### src/rtl/tle_pkg.sv
`default_nettype none
// ----------------------------------------------------------------------------
// tle_pkg
// Shared types, character codes and the result expansion of the line editor.
// ----------------------------------------------------------------------------
package tle_pkg;

    localparam logic [7:0] MAX_LINE       = 8'd255;
    localparam logic [7:0] MAX_LEN_RESET  = 8'd80;

    localparam logic [7:0] CH_BS    = 8'h08;
    localparam logic [7:0] CH_DEL   = 8'h7f;
    localparam logic [7:0] CH_CR    = 8'h0d;
    localparam logic [7:0] CH_SP    = 8'h20;
    localparam logic [7:0] CH_TILDE = 8'h7e;
    localparam logic [7:0] CH_BELL  = 8'h07;
    localparam logic [7:0] CH_ESC   = 8'h1b;
    localparam logic [7:0] CH_LBRK  = 8'h5b;
    localparam logic [7:0] CH_TWO   = 8'h32;
    localparam logic [7:0] CH_K     = 8'h4b;

    localparam int QUEUE_DEPTH = 4;
    localparam int QUEUE_AW    = $clog2(QUEUE_DEPTH);

    typedef enum logic [2:0] {
        CMD_NONE,
        CMD_BELL,
        CMD_BACKSPACE,
        CMD_CLEAR,
        CMD_LINE_END,
        CMD_STORE
    } t_cmd;

    typedef struct packed {
        t_cmd       cmd;
        logic [7:0] ch;
        logic [7:0] pos;
    } t_entry;

    typedef struct packed {
        logic [7:0] echo_byte;
        logic       write_valid;
        logic [7:0] write_index;
        logic [7:0] write_byte;
        logic       line_done;
        logic [7:0] line_length;
        logic       last;
    } t_result;

    typedef struct packed {
        logic empty;
        logic full;
    } t_queue_status;

    function automatic logic [7:0] clear_byte(input logic [2:0] step);
        logic [7:0] b;
        case (step)
            3'd0:    b = CH_ESC;
            3'd1:    b = CH_LBRK;
            3'd2:    b = CH_TWO;
            3'd3:    b = CH_K;
            default: b = CH_CR;
        endcase
        return b;
    endfunction

    function automatic t_result make_result(input t_entry e, input logic [2:0] step);
        t_result r;
        r = '0;
        r.last = 1'b1;
        case (e.cmd)
            CMD_BELL: begin
                r.echo_byte = CH_BELL;
            end
            CMD_BACKSPACE: begin
                r.echo_byte = (step == 3'd1) ? CH_SP : CH_BS;
                r.last      = (step == 3'd2);
            end
            CMD_CLEAR: begin
                r.echo_byte = clear_byte(step);
                r.last      = (step == 3'd4);
            end
            CMD_LINE_END: begin
                r.echo_byte   = CH_SP;
                r.write_valid = 1'b1;
                r.write_index = e.pos;
                r.write_byte  = CH_SP;
                r.line_done   = 1'b1;
                r.line_length = e.pos;
            end
            CMD_STORE: begin
                r.echo_byte   = e.ch;
                r.write_valid = 1'b1;
                r.write_index = e.pos;
                r.write_byte  = e.ch;
            end
            default: begin
                r = '0;
                r.last = 1'b1;
            end
        endcase
        return r;
    endfunction

endpackage
`default_nettype wire

### src/rtl/tle_front.sv
`default_nettype none
// ----------------------------------------------------------------------------
// tle_front
// Accepts received characters, tracks the line position and queues commands.
// ----------------------------------------------------------------------------
module tle_front (
    input  wire logic           i_clk,
    input  wire logic           i_rst_n,
    input  wire logic           i_cfg_wr_en,
    input  wire logic [7:0]     i_cfg_wr_data,
    input  wire logic           i_in_valid,
    input  wire logic [7:0]     i_rx_char,
    input  wire logic           i_queue_full,
    output logic                o_in_stall,
    output logic                o_push,
    output tle_pkg::t_entry     o_entry
);

    logic [7:0]      r_max_length;
    logic [7:0]      r_position;
    logic [7:0]      n_position;
    logic [7:0]      limit;
    logic            accept;
    tle_pkg::t_entry entry;

    assign limit      = (r_max_length > tle_pkg::MAX_LINE) ? tle_pkg::MAX_LINE : r_max_length;
    assign o_in_stall = i_queue_full;
    assign accept     = i_in_valid && !i_queue_full;

    always_comb begin
        entry      = '0;
        entry.cmd  = tle_pkg::CMD_NONE;
        entry.ch   = i_rx_char;
        entry.pos  = r_position;
        n_position = r_position;
        if (i_rx_char == tle_pkg::CH_BS) begin
            if (r_position != 8'd0) begin
                entry.cmd  = tle_pkg::CMD_BACKSPACE;
                n_position = r_position - 8'd1;
            end else begin
                entry.cmd = tle_pkg::CMD_BELL;
            end
        end else if (i_rx_char == tle_pkg::CH_DEL) begin
            entry.cmd  = tle_pkg::CMD_CLEAR;
            n_position = 8'd0;
        end else if (i_rx_char == tle_pkg::CH_CR) begin
            entry.cmd  = tle_pkg::CMD_LINE_END;
            n_position = 8'd0;
        end else if (i_rx_char >= tle_pkg::CH_SP && i_rx_char <= tle_pkg::CH_TILDE) begin
            if (r_position >= limit) begin
                entry.cmd = tle_pkg::CMD_BELL;
            end else begin
                entry.cmd  = tle_pkg::CMD_STORE;
                n_position = r_position + 8'd1;
            end
        end
    end

    assign o_push  = accept && (entry.cmd != tle_pkg::CMD_NONE);
    assign o_entry = entry;

    always_ff @(posedge i_clk) begin
        if (!i_rst_n) begin
            r_max_length <= tle_pkg::MAX_LEN_RESET;
            r_position   <= 8'd0;
        end else begin
            if (i_cfg_wr_en) begin
                r_max_length <= i_cfg_wr_data;
            end
            if (accept) begin
                r_position <= n_position;
            end
        end
    end

endmodule
`default_nettype wire

### src/rtl/tle_queue.sv
`default_nettype none
// ----------------------------------------------------------------------------
// tle_queue
// Short command queue between the front and the back end.
// ----------------------------------------------------------------------------
module tle_queue (
    input  wire logic               i_clk,
    input  wire logic               i_rst_n,
    input  wire logic               i_push,
    input  wire tle_pkg::t_entry    i_entry,
    input  wire logic               i_pop,
    output tle_pkg::t_entry         o_head,
    output tle_pkg::t_queue_status  o_status
);

    localparam int CW = $clog2(tle_pkg::QUEUE_DEPTH + 1);

    tle_pkg::t_entry              r_slot [tle_pkg::QUEUE_DEPTH];
    logic [tle_pkg::QUEUE_AW-1:0] r_wr_ptr;
    logic [tle_pkg::QUEUE_AW-1:0] r_rd_ptr;
    logic [CW-1:0]                r_count;
    logic                         do_push;
    logic                         do_pop;

    assign o_status.empty = (r_count == CW'(0));
    assign o_status.full  = (r_count == CW'(tle_pkg::QUEUE_DEPTH));
    assign do_push        = i_push && !o_status.full;
    assign do_pop         = i_pop && !o_status.empty;
    assign o_head         = r_slot[r_rd_ptr];

    always_ff @(posedge i_clk) begin
        if (do_push) begin
            r_slot[r_wr_ptr] <= i_entry;
        end
    end

    always_ff @(posedge i_clk) begin
        if (!i_rst_n) begin
            r_wr_ptr <= '0;
            r_rd_ptr <= '0;
            r_count  <= '0;
        end else begin
            if (do_push) begin
                r_wr_ptr <= r_wr_ptr + 1'b1;
            end
            if (do_pop) begin
                r_rd_ptr <= r_rd_ptr + 1'b1;
            end
            if (do_push && !do_pop) begin
                r_count <= r_count + CW'(1);
            end else if (do_pop && !do_push) begin
                r_count <= r_count - CW'(1);
            end
        end
    end

endmodule
`default_nettype wire

### src/rtl/tle_back.sv
`default_nettype none
// ----------------------------------------------------------------------------
// tle_back
// Expands queued commands into echo results, one per cycle unless the output
// is stalled, into an output register.
// ----------------------------------------------------------------------------
module tle_back (
    input  wire logic               i_clk,
    input  wire logic               i_rst_n,
    input  wire tle_pkg::t_entry    i_head,
    input  wire tle_pkg::t_queue_status i_status,
    output logic                    o_pop,
    output logic                    o_out_valid,
    input  wire logic               i_out_stall,
    output tle_pkg::t_result        o_result
);

    tle_pkg::t_entry  r_entry;
    logic [2:0]       r_step;
    logic             r_busy;
    logic             r_out_valid;
    tle_pkg::t_result r_result;
    tle_pkg::t_entry  src;
    logic [2:0]       step;
    tle_pkg::t_result next;
    logic             load;

    assign src  = r_busy ? r_entry : i_head;
    assign step = r_busy ? r_step : 3'd0;
    assign next = tle_pkg::make_result(src, step);
    assign load = (!r_out_valid || !i_out_stall) && (r_busy || !i_status.empty);

    assign o_pop       = load && !r_busy;
    assign o_out_valid = r_out_valid;
    assign o_result    = r_result;

    always_ff @(posedge i_clk) begin
        if (load) begin
            r_result <= next;
            r_entry  <= src;
            r_step   <= step + 3'd1;
        end
    end

    always_ff @(posedge i_clk) begin
        if (!i_rst_n) begin
            r_busy      <= 1'b0;
            r_out_valid <= 1'b0;
        end else begin
            if (load) begin
                r_busy      <= !next.last;
                r_out_valid <= 1'b1;
            end else if (!i_out_stall) begin
                r_out_valid <= 1'b0;
            end
        end
    end

endmodule
`default_nettype wire

### src/rtl/terminal_line_editor.sv
`default_nettype none
// ----------------------------------------------------------------------------
// terminal_line_editor
// Line editor for a serial terminal: echoes each received character and
// reports writes into the line buffer and finished lines.
// ----------------------------------------------------------------------------
// Usage:
// Received characters enter on i_rx_char with i_in_valid; a request is taken
// at a clock edge where i_in_valid is high and o_in_stall is low. The front
// end takes one character per cycle while its four-entry command queue has
// room, so o_in_stall rises only when the queue is full.
// Each character gives one, three or five result requests (or none for other
// control bytes), delivered one per cycle while i_out_stall is low from the
// back end's output register with o_out_valid; o_last marks the final result
// of a character. Sustained throughput is set by the back end, which sends one
// result per cycle while i_out_stall is low.
// While i_out_stall is high the current result holds, the queue fills and
// then the input is stalled. max_length is written through i_cfg_wr_en and
// i_cfg_wr_data; the user must write it only while the block is idle, which
// the block itself does not enforce.
// Reset clears the line position, the queue and the output valid flag and
// sets max_length to 80.
// ----------------------------------------------------------------------------
module terminal_line_editor (
    input  wire logic       i_clk,
    input  wire logic       i_rst_n,
    input  wire logic       i_cfg_wr_en,
    input  wire logic [7:0] i_cfg_wr_data,
    input  wire logic       i_in_valid,
    output logic            o_in_stall,
    input  wire logic [7:0] i_rx_char,
    output logic            o_out_valid,
    input  wire logic       i_out_stall,
    output logic [7:0]      o_echo_byte,
    output logic            o_write_valid,
    output logic [7:0]      o_write_index,
    output logic [7:0]      o_write_byte,
    output logic            o_line_done,
    output logic [7:0]      o_line_length,
    output logic            o_last
);

    tle_pkg::t_entry        push_entry;
    tle_pkg::t_entry        head;
    tle_pkg::t_queue_status status;
    tle_pkg::t_result       result;
    logic                   push;
    logic                   pop;

    tle_front u_front (
        .i_clk         (i_clk),
        .i_rst_n       (i_rst_n),
        .i_cfg_wr_en   (i_cfg_wr_en),
        .i_cfg_wr_data (i_cfg_wr_data),
        .i_in_valid    (i_in_valid),
        .i_rx_char     (i_rx_char),
        .i_queue_full  (status.full),
        .o_in_stall    (o_in_stall),
        .o_push        (push),
        .o_entry       (push_entry)
    );

    tle_queue u_queue (
        .i_clk    (i_clk),
        .i_rst_n  (i_rst_n),
        .i_push   (push),
        .i_entry  (push_entry),
        .i_pop    (pop),
        .o_head   (head),
        .o_status (status)
    );

    tle_back u_back (
        .i_clk       (i_clk),
        .i_rst_n     (i_rst_n),
        .i_head      (head),
        .i_status    (status),
        .o_pop       (pop),
        .o_out_valid (o_out_valid),
        .i_out_stall (i_out_stall),
        .o_result    (result)
    );

    assign o_echo_byte   = result.echo_byte;
    assign o_write_valid = result.write_valid;
    assign o_write_index = result.write_index;
    assign o_write_byte  = result.write_byte;
    assign o_line_done   = result.line_done;
    assign o_line_length = result.line_length;
    assign o_last        = result.last;

`ifndef NO_ASSERTIONS
    a_queue_state : assert property (@(posedge i_clk) disable iff (!i_rst_n)
        !(status.full && status.empty))
        else $error("queue reports full and empty at once");

    a_write_echo : assert property (@(posedge i_clk) disable iff (!i_rst_n)
        o_out_valid && o_write_valid |-> o_echo_byte == o_write_byte)
        else $error("stored byte differs from echoed byte");

    a_line_done : assert property (@(posedge i_clk) disable iff (!i_rst_n)
        o_out_valid && o_line_done |-> o_last && o_write_valid &&
        o_write_index == o_line_length)
        else $error("finished line result is malformed");

    a_pop_not_empty : assert property (@(posedge i_clk) disable iff (!i_rst_n)
        pop |-> !status.empty)
        else $error("back end pops an empty queue");
`endif

endmodule
`default_nettype wire
### config.mk
export PLATFORM = sky130hd
export DESIGN_NAME = terminal_line_editor
export DESIGN_NICKNAME = d
export VERILOG_FILES = /design/src/rtl/tle_pkg.sv /design/src/rtl/tle_front.sv /design/src/rtl/tle_queue.sv /design/src/rtl/tle_back.sv /design/src/rtl/terminal_line_editor.sv
export SDC_FILE = /design/constraint.sdc
export NUM_CORES = 1
export LEC_CHECK = 0
export BUFFER_PORTS_ARGS = -buffer_cell sky130_fd_sc_hd__buf_2
export CAP_MARGIN = 10
export CORE_ASPECT_RATIO = 1.2
export CORE_MARGIN = 1
export CORE_UTILIZATION = 40
export CTS_BUF_LIST = sky130_fd_sc_hd__clkbuf_2 sky130_fd_sc_hd__clkbuf_4 sky130_fd_sc_hd__clkbuf_8
export DETAILED_ROUTE_END_ITERATION = 6
export PLACE_DENSITY_LB_ADDON = 0.1
export SLEW_MARGIN = 15
export SYNTH_ARGS = -nofsm -noshare
export SYNTH_HDL_FRONTEND = slang
export SYNTH_HIERARCHICAL = 1
export SYNTH_SLANG_ARGS = --single-unit
### constraint.sdc
create_clock -name i_clk -period 4.9 [get_ports i_clk]
set_clock_uncertainty 0.15 [all_clocks]
set_input_delay 0.49 -clock i_clk [delete_from_list [all_inputs] [get_ports i_clk]]
set_output_delay 0.49 -clock i_clk [all_outputs]
set_load 0.01 [all_outputs]
## Word level (Yosys, flattened, before mapping)

Memory sizes are Yosys's and may differ from the RTL's. A register that Yosys moved wholly into a read port is not among the register bits.
Index checks and enable logic that the tools add are counted.

- Order comparisons: 4
- Reduce and logical (&&, ||, !) cells: 26
- Add/subtract/negate cells: 7
- Equal/unequal tests: 16
- Muxes and demuxes: 29

Operators with widths:

| cell | number |
|---|---|
| $mux W8 | 7 |
| $pmux W8 S5 | 1 |
| $pmux W17 S2 | 1 |
| $pmux W7 S4 | 1 |
| $mux W3 | 8 |
| $mux W19 | 1 |
| $eq A8 B4 Y1 const B | 2 |
| $eq A3 B2 Y1 const B | 4 |
| $eq A3 B3 Y1 const B | 4 |
| $logic_and A1 B1 Y1 | 9 |
| $mux W9 | 1 |
| $add A8 B1 Y8 const B | 1 |
| $eq A8 B7 Y1 const B | 1 |
| $ge A8 B6 Y1 const B | 1 |
| $ge A8 B8 Y1 | 1 |
| $gt A8 B8 Y1 const B | 1 |
| $le A8 B7 Y1 const B | 1 |
| $logic_not A1 Y1 | 8 |
| $reduce_bool A8 Y1 | 1 |
| $sub A8 B1 Y8 const B | 1 |
| $add A3 B1 Y3 const B | 2 |
| $eq A3 B1 Y1 const B | 2 |
| $logic_not A3 Y1 | 2 |
| $mux W2 | 3 |
| other kinds (13) | 18 |

- Flip-flop bits (word level): 82
- Bits in writable memories: 76
- Logic and storage cells: 101
- Output and inout port bits: 37
- Memories: 1

Memory list:

| memory | depth | bits a word | rd ports | clocked after memory_dff | write ports | RTL line | text |
|---|---|---|---|---|---|---|---|
| u_queue.r_slot | 4 | 19 | 1 | 1 | 1 | tle_queue.sv:18 | `tle_pkg::t_entry r_slot [tle_pkg::QUEUE_DEPTH];` |

## Depth between registers and ports, before layout

Gate-level depths: netlist of run 1.

- Word-level depth: 15
- Gate-level depth with buffers: 15
- Mapped depth without buffers: 14

## Modules after synthesis

Netlist of run 1, hierarchy kept.

Modules (own cells, without submodules):

| module | times used | area each (um^2) | cells an instance | sequential area each (um^2) |
|---|---|---|---|---|
| tle_queue | 1 | 3251.9 | 147 | 2462.4 |
| tle_back | 1 | 2524.9 | 174 | 1751.7 |
| tle_front | 1 | 1426.4 | 171 | 320.3 |

## Least setup slack after synthesis of run 1

OpenSTA, ideal clock, no wires.

- Path type: register to register
- Start: reg u_back.r_busy
- End: reg u_queue.r_count[2]
- Arrival: 4.976 ns
- Stages on the path, launching flop included: 12
- Period minus slack after synthesis: 5.202 ns
- Slack: -0.302 ns
- Setup time: 0.076 ns
- Buffers on the path: 1
- Path through: dfxtp_1 buf_6 nor2b_1 a21oi_1 nor2b_1 o31ai_2 ha_1 inv_1 fa_1 xor2_1 or3_1 a21boi_0

- Word-level cells in the longest chain between the ends: 7
- Elaborated cells on any way between the ends: 10
- Classes of those cells: 1 x mux; 9 x reduce/logical

RTL lines:

| item | RTL line | text |
|---|---|---|
| start, declared | tle_back.sv:20 | `logic r_busy;` |
| start signal, assigned | tle_back.sv:51 | `r_busy <= !next.last;` |
| $logic_or A1 B1 Y1 * | tle_back.sv:31 | `assign load = (!r_out_valid \|\| !i_out_stall) && (r_busy \|\| !i_status.empty);` |
| $logic_and A1 B1 Y1 * | tle_back.sv:31 |  |
| net u_back.load | tle_back.sv:26 | `logic load;` |
| $logic_and A1 B1 Y1 * | tle_back.sv:33 | `assign o_pop = load && !r_busy;` |
| net pop | terminal_line_editor.sv:48 | `logic pop;` |
| $logic_and A1 B1 Y1 * | tle_queue.sv:28 | `assign do_pop = i_pop && !o_status.empty;` |
| $logic_not A1 Y1 | tle_queue.sv:49 | `if (do_push && !do_pop) begin` |
| $logic_and A1 B1 Y1 | tle_queue.sv:49 |  |
| $mux W3 or $reduce_bool A2 Y1 (tied branches) | -- |  |
| end signal, assigned | tle_queue.sv:50 | `r_count <= r_count + CW'(1);` |
| end signal, assigned | tle_queue.sv:52 | `r_count <= r_count - CW'(1);` |
| end, declared | tle_queue.sv:21 | `logic [CW-1:0] r_count;` |

The timed path passes the listed nets; every way through them passes the cells marked *.
A chain may end at the register's enable or synchronous reset.

## Final worst setup path of run 1

- Start: reg u_front.r_position[0]
- End: reg u_queue.r_count[2]

- Word-level cells in the longest chain between the ends: 12
- Elaborated cells on any way between the ends: 16
- Classes of those cells: 1 x order compare; 7 x mux; 8 x reduce/logical

RTL lines:

| item | RTL line | text |
|---|---|---|
| start, declared | tle_front.sv:20 | `logic [7:0] r_position;` |
| start signal, assigned | tle_front.sv:71 | `r_position <= n_position;` |
| $ge A8 B8 Y1 | tle_front.sv:50 | `if (r_position >= limit) begin` |
| $mux W3 | tle_front.sv:50 |  |
| $mux W3 | tle_front.sv:49 | `end else if (i_rx_char >= tle_pkg::CH_SP && i_rx_char <= tle_pkg::CH_TILDE) begin` |
| $mux W3 | tle_front.sv:46 | `end else if (i_rx_char == tle_pkg::CH_CR) begin` |
| $mux W3 | tle_front.sv:43 | `end else if (i_rx_char == tle_pkg::CH_DEL) begin` |
| $mux W3 * | tle_front.sv:36 | `if (i_rx_char == tle_pkg::CH_BS) begin` |
| $reduce_bool A3 Y1 * | tle_front.sv:59 | `assign o_push = accept && (entry.cmd != tle_pkg::CMD_NONE);` |
| $logic_and A1 B1 Y1 * | tle_front.sv:59 |  |
| net push | terminal_line_editor.sv:47 | `logic push;` |
| $logic_and A1 B1 Y1 * | tle_queue.sv:27 | `assign do_push = i_push && !o_status.full;` |
| $logic_not A1 Y1 | tle_queue.sv:51 | `end else if (do_pop && !do_push) begin` |
| $logic_and A1 B1 Y1 | tle_queue.sv:51 |  |
| $reduce_bool A2 Y1 (no source line) | -- |  |

Marks and branches as above.

==> results.py, run 1 <==
metrics = {
    "critical_path": {
        "path_delay_family": "compound AO/OA/AOI/OAI gates",
        "slowest_stage": "dfxtp_1",
        "path_buf_inv": 2,
        "path_cells": "inv_1, ha_1, nor2_1, a21oi_1, o31ai_1, a21oi_2, a31oi_1, nor2b_1, ha_1, inv_1, fa_1, xor2_1, or3_1, a21boi_0",
        "startpoint_type": "flip-flop",
        "cp-end-kind": "flip-flop",
        "cp.arrival_ns": 4.11,
        "cp_data_required_time_ns": 5.12,
        "crit_fanout": 10,
        "slowest_delay_ns": 0.53,
        "critPathKind": "reg2reg",
    },
    "synthesis": {
        "synth_cells": 492,
        "syn_area_per_cell_sq_um": 14.64,
        "yosys_warnings": 6,
        "synth_seq_cells": 160,
        "synth_edf_count": 133,
        "yosysSeqAreaShare_pct": 62.95,
        "netlist_area_sq_mm": 0.007203,
        "synth_cell_type_count": 72,
        "synth-main-ff-cell": "edfxtp_1",
        "syn-num-nets": 535,
        "synthArstFlopShare_pct": 0,
    },
    "pwr": {
        "peakVddDrop_mv": 0.2612,
        "pwr_density_cell_mw_per_mm2": 497.4,
        "power.leakage_nw": 2.945,
    },
    "timing": {
        "min_period_over_period_pct": 79.32,
        "worst_slew_pin_slew_ns": 0.7274,
        "hold_viol": 0,
        "setup_violations": 0,
        "tns_ns": 0,
        "max-slew-margin-rel_pct": 51.51,
        "fin_ws_ns": 1.013,
        "max_clock_freq_mhz": 257.3,
        "slew_violations": 0,
        "rsz0062_at_grt": "no",
        "fin_crit_ns": 3.887,
    },
    "global_routing": {
        "overflow": 0,
        "antenna_found_initial": 0,
        "grt_max_degree": 59,
        "grt_pass1_wl_um": 22540,
        "grt_pass1_vias": 4222,
        "track_usage_pct": 16.13,
    },
    "finish": {
        "syn2layout_area_growth_pct": 11.10,
        "antenna_cells": 0,
        "seq_area_sq_mm": 0.004534,
        "multi_input_area_sq_mm": 0.002352,
        "most-common-layout-cells": "133 x edfxtp_1, 57 x buf_2, 33 x nor2_1",
        "final_common_cell": "edfxtp_1",
        "fin_nets": 594,
        "final.fill_count": 1569,
        "layout-drive-gt1-share_pct": 26.06,
    },
    "worst_hold_path": {
        "hp-class": "in2reg",
    },
    "cts": {
        "cts_buffer_depth": 2,
        "ctsHoldBuffers": 0,
        "cts_sinks": 160,
        "tritoncts": "done",
        "cts_setup_buffers": 0,
        "clk_pin_slew_ns": 0.08,
        "htreeDepth": 4,
        "cts_root_buf": "clkbuf_8",
        "cts_resized": 0,
        "clock_latency_ns": 0.44,
        "numCtsBuffers": 17,
    },
    "floorplanning": {
        "rows": 53,
        "ioPinCount": 58,
        "start_util_pct": 40.99,
        "dieArea_sq_mm": 0.01855,
        "die_w_um": 124.5,
        "die_h_um": 149,
        "core_sq_mm": 0.01757,
    },
    "drt": {
        "viasPerCell": 5.182,
        "drc_errors": 0,
        "first_pass_iters": 4,
        "ant_nets": 0,
        "dr_total_vias": 4063,
        "first_iter_violations": 272,
        "wl_per_cell_um": 17.61,
        "routed_wl_um": 13810,
    },
    "outcome": {
        "outcome": "completed",
    },
    "place": {
        "post-dp-hpwl_um": 9499,
        "dp_slack_ns": 0.9308,
        "gp_congestion": 0.8239,
        "numPortBuffers": 57,
    },
    "job": {
        "cap_viol_max_count": 0,
    },
}
-- state kept, by name (all words and copies together) (netlist names), named ones only --
signal,flops
u_queue/r_count,3
u_back/r_step,3
u_front/r_position,8
u_back/o_result,35
u_front/r_max_length,8
u_queue/r_rd_ptr,2
u_back/r_busy,1
u_queue/r_slot,76
u_queue/r_wr_ptr,2
u_back/r_entry,19
u_back/o_out_valid,1
-- layout make-up --
class                   instances  area share, %
inverters                      31          1.454
multi-input cells             274          29.39
repair buffers                 67          4.503
flip-flops and latches        160          56.66
clock buffers                  19          3.111
clock inverters                13          1.438
well taps                     220          3.440
-- worst min-delay path, delay by kind of cell --
kind                   cells  cell delay, ns
buffers and inverters      1            0.08
AOI/OAI and AO/OA          1            0.06
and+or+nand+nor            1            0.04
-- layer usage --
layer	vias up	GRT usage, %	part of all wire [%]
met5	-	0	0
met4	0	7.229	1.9
met3	18	3.802	3.0
met2	85	27.38	50
met1	2005	19.56	45
li1	1955	-	-
-- metrics by stage --
stage          instances  hold slack (ns)  instance area, sq um  power (W)  util, %
6_report             784           0.1129                  8003   0.003981    45.54
5_1_grt              784          0.09439                  8003   0.004223    45.54
4_1_cts              784          0.07245                  8003   0.004045    45.54
3_5_place_dp         752           0.3473                  7639   0.003139    43.47
3_3_place_gp         752           0.3351                  7639   0.003117    43.47
2_1_floorplan        492           0.3093                  7207   0.002792        -
-- path summary, 6_finish.rpt --
path / slack [ns] / depth (start not counted) / to / start
worst min-delay path: 0.11 / 3 / u_front/r_max_length[4] / i_cfg_wr_data[4]
worst max-delay path: 1.01 / 14 / u_queue/r_count[2] / u_front/r_position[0]
worst max register to register: 1.01 / 14 / u_queue/r_count[2] / u_front/r_position[0]
worst min register to register: 0.35 / 2 / u_queue/r_wr_ptr[0] / u_queue/r_wr_ptr[0]
-- logic make-up (layout without fill, tap and decap cells) --
family / count (synthesis) / count (layout) / synth area share [%]
xor+xnor: 7 / 7 / 0.8512
mux: 52 / 52 / 10.91
flops: 160 / 160 / 62.95
fa+ha+maj: 22 / 22 / 3.926
buf+inv: 58 / 130 / 4.551
compound gates: 62 / 62 / 6.671
simple gates: 131 / 131 / 10.14
-- Yosys cell counts (3+ instances only) --
cell      number  area [sq um]
xor2_1         3         26.28
ha_1          21         262.8
o21ai_1        6         30.03
xnor2_1        4         35.03
and2_1         8         50.05
nor2b_1       17         106.4
nor3_1         5         25.02
mux4_2        18         405.4
nor2_1        33         123.9
buf_6          6         67.56
buf_2          3         15.01
mux2i_1       25         250.2
nand2_1       29         108.9
a21oi_1        7         35.03
clkbuf_1       5         18.77
edfxtp_1     133          3994
mux2_2         5         56.30
dfxtp_1       27         540.5
a21boi_0       4         30.03
inv_2          4         15.01
buf_4         12         90.09
nand3_1        7         35.03
inv_1         27         101.4
nand4_1        4         25.02
o211ai_1      10         75.07
o21ai_0       12         60.06
o22ai_1        3         18.77
-- power by group --
| part | internal (W) | switching [W] | total [W] |
|---|---|---|---|
| clock network | 0.000413 | 0.000484 | 0.000896 |
| registers | 0.00192 | 0.000114 | 0.00203 |
| logic | 0.000398 | 0.000653 | 0.00105 |
| total | 0.00273 | 0.00125 | 0.00398 |
Power figures use the tool's default switching activity.
==> run 2: changes to the inputs <==
- clock period: 4.9 -> 3.5 ns (I/O delays scaled with it)
==> run 2 against run 1 <==
  * Clock-buffer cell count unchanged
  * Core utilization increased by 1.4 points
  * Combinational power increased by 43%
  * Largest cell class unchanged
  * Critical path depth unchanged
  * Via count increased by 2.0%
  * Register-to-register slack got worse by 0.72 ns
  * Non-clock buffer count increased by 24
  * Global-route usage about the same
  * Sequential share of layout area decreased by 1.7 points
  * Sequential power increased by 39%
  * Routed wire length increased by 0.59%
  * Final area increased by 3.0%
==> results.py, run 2 (synthesized netlist as in run 1, its figures left out) <==
metrics = {
    "outcome": {
        "outcome": "completed",
    },
    "cts": {
        "numCtsBuffers": 17,
        "cts_sinks": 160,
        "cts_buffer_depth": 2,
        "tritoncts": "done",
        "htreeDepth": 4,
        "cts_root_buf": "clkbuf_8",
        "clock_latency_ns": 0.45,
        "clk_pin_slew_ns": 0.08,
    },
    "global_routing": {
        "overflow": 0,
        "track_usage_pct": 16.09,
        "antenna_found_initial": 0,
        "grt_pass1_wl_um": 22760,
        "grt_max_degree": 59,
        "grt_pass1_vias": 4262,
    },
    "floorplanning": {
        "rows": 53,
        "ioPinCount": 58,
        "die_w_um": 124.5,
        "core_sq_mm": 0.01757,
        "die_h_um": 149,
        "dieArea_sq_mm": 0.01855,
        "start_util_pct": 40.99,
    },
    "pwr": {
        "pwr_density_cell_mw_per_mm2": 688.1,
        "power.leakage_nw": 3.074,
        "peakVddDrop_mv": 0.4042,
    },
    "critical_path": {
        "path_cells": "dlygate4sd3_1, buf_2, or4_4, nor2_4, o21a_4, a21oi_2, a31oi_1, nor2b_4, ha_1, inv_1, fa_1, xor2_1, or3_1, a21boi_0",
        "slowest_stage": "or4_4",
        "critPathKind": "in2reg",
        "slowest_delay_ns": 0.57,
        "r2r_cells": 14,
        "crit_fanout": 8,
        "r2r-start": "u_front/r_max_length[6]",
        "cp-end-kind": "flip-flop",
        "startpoint_type": "input pin",
        "r2r_slack_ns": 0.29,
        "reg2reg_to": "u_queue/r_count[2]",
        "cp.arrival_ns": 3.61,
        "cp_data_required_time_ns": 3.73,
    },
    "finish": {
        "fin_nets": 618,
        "most-common-layout-cells": "133 x edfxtp_1, 57 x buf_2, 33 x nor2_1",
        "layout-drive-gt1-share_pct": 27.72,
        "largest_reg_flops": 76,
        "antenna_cells": 0,
        "syn2layout_area_growth_pct": 14.43,
        "top_register": "u_queue/r_slot",
        "final_common_cell": "edfxtp_1",
    },
    "worst_hold_path": {
        "whs_path_depth": 1,
        "min-delay-start": "i_rx_char[4]",
        "hp-class": "in2reg",
        "worstHoldEndpoint": "u_queue/r_slot[3][12]",
    },
    "timing": {
        "worst_slew_pin_slew_ns": 0.7297,
        "hold_viol": 0,
        "max-slew-margin-rel_pct": 51.36,
        "max_clock_freq_mhz": 295.7,
        "tns_ns": 0,
        "slew_violations": 0,
        "fin_crit_ns": 3.382,
        "rsz0062_at_grt": "no",
        "min_period_over_period_pct": 96.64,
        "finalHoldWorstSlack_ns": 0.03400,
        "setup_violations": 0,
    },
    "drt": {
        "routed_wl_um": 13890,
        "ant_nets": 0,
        "m1WireLength_um": 6087,
        "wl_per_cell_um": 17.19,
        "drc_errors": 0,
        "top_layer_used": "met4",
        "first_pass_iters": 4,
        "first_iter_violations": 262,
        "dr_total_vias": 4143,
        "viasPerCell": 5.127,
        "wl_met2_um": 7089,
        "wl_met3_um": 473,
    },
    "place": {
        "numPortBuffers": 57,
        "post-dp-hpwl_um": 9499,
        "gp_congestion": 0.8412,
    },
    "job": {
        "cap_viol_max_count": 0,
    },
}
-- run 2: where the power goes --
group / total, W / switching, W / internal [W]
Sequential: 0.00283 / 0.000148 / 0.00269
Clock: 0.00134 / 0.000679 / 0.000660
Combinational: 0.00150 / 0.000919 / 0.000580
-- run 2: worst max-delay path, delay by kind of cell --
family	cells	cell delay (ns)
buffers and inverters	3	0.76
adders and majority gates	2	0.56
xor gates and xnor gates	1	0.16
and+or+nand+nor	4	1.19
AOI/OAI and AO/OA	4	0.59
-- run 2: area by class of cell --
type	instances	area, sq um
fillers	1533	9330
clock inverters	13	136.4
inverters	31	116.4
well taps	220	275.3
repair buffers	91	565.5
flip-flops and latches	160	4534
multi-input cells	274	2360
clock buffers	19	255.2
-- run 2: metrics by stage --
step | instance area, sq um | worst slack [ns] | power (W) | instances | util, %
floorplan | 7214 | 0.2213 | 0.003907 | 492 | -
global placement | 7736 | 0.2169 | 0.004363 | 765 | 44.02
detailed placement | 7736 | 0.1441 | 0.004398 | 765 | 44.02
CTS | 8228 | 0.07322 | 0.005752 | 807 | 46.82
global route | 8243 | 0.01412 | 0.006003 | 808 | 46.91
finish | 8243 | 0.1178 | 0.005672 | 808 | 46.91
-- run 2: repair_timing --
action | CTS | global route
hold buffers | 10 | 0
endpoints found under the hold margin | 19 | 0
resized for setup | 0 | 2
setup endpoints to repair | 0 | 1
buffers inserted | 0 | 1
-- run 2: routing by layer --
metal | vias up | global-route usage [%]
li1 | 2007 | -
met3 | 15 | 4.304
met2 | 92 | 27.82
met1 | 2029 | 19.28
met5 | - | 0
met4 | 0 | 5.843
-- run 2: worst max-delay path by stage --
| stage | start | endpoint | slack [ns] | cells past startpoint |
|---|---|---|---|---|
| floorplan | u_back/r_busy | u_queue/r_count[2] | 0.22 | 11 |
| global placement | i_rx_char[5] | u_queue/r_count[2] | 0.22 | 13 |
| detailed placement | i_rx_char[5] | u_queue/r_count[2] | 0.14 | 13 |
| CTS | i_rx_char[5] | u_queue/r_count[2] | 0.07 | 14 |
| global route | i_rx_char[5] | u_queue/r_count[2] | 0.01 | 14 |
| finish | i_rx_char[5] | u_queue/r_count[2] | 0.12 | 14 |
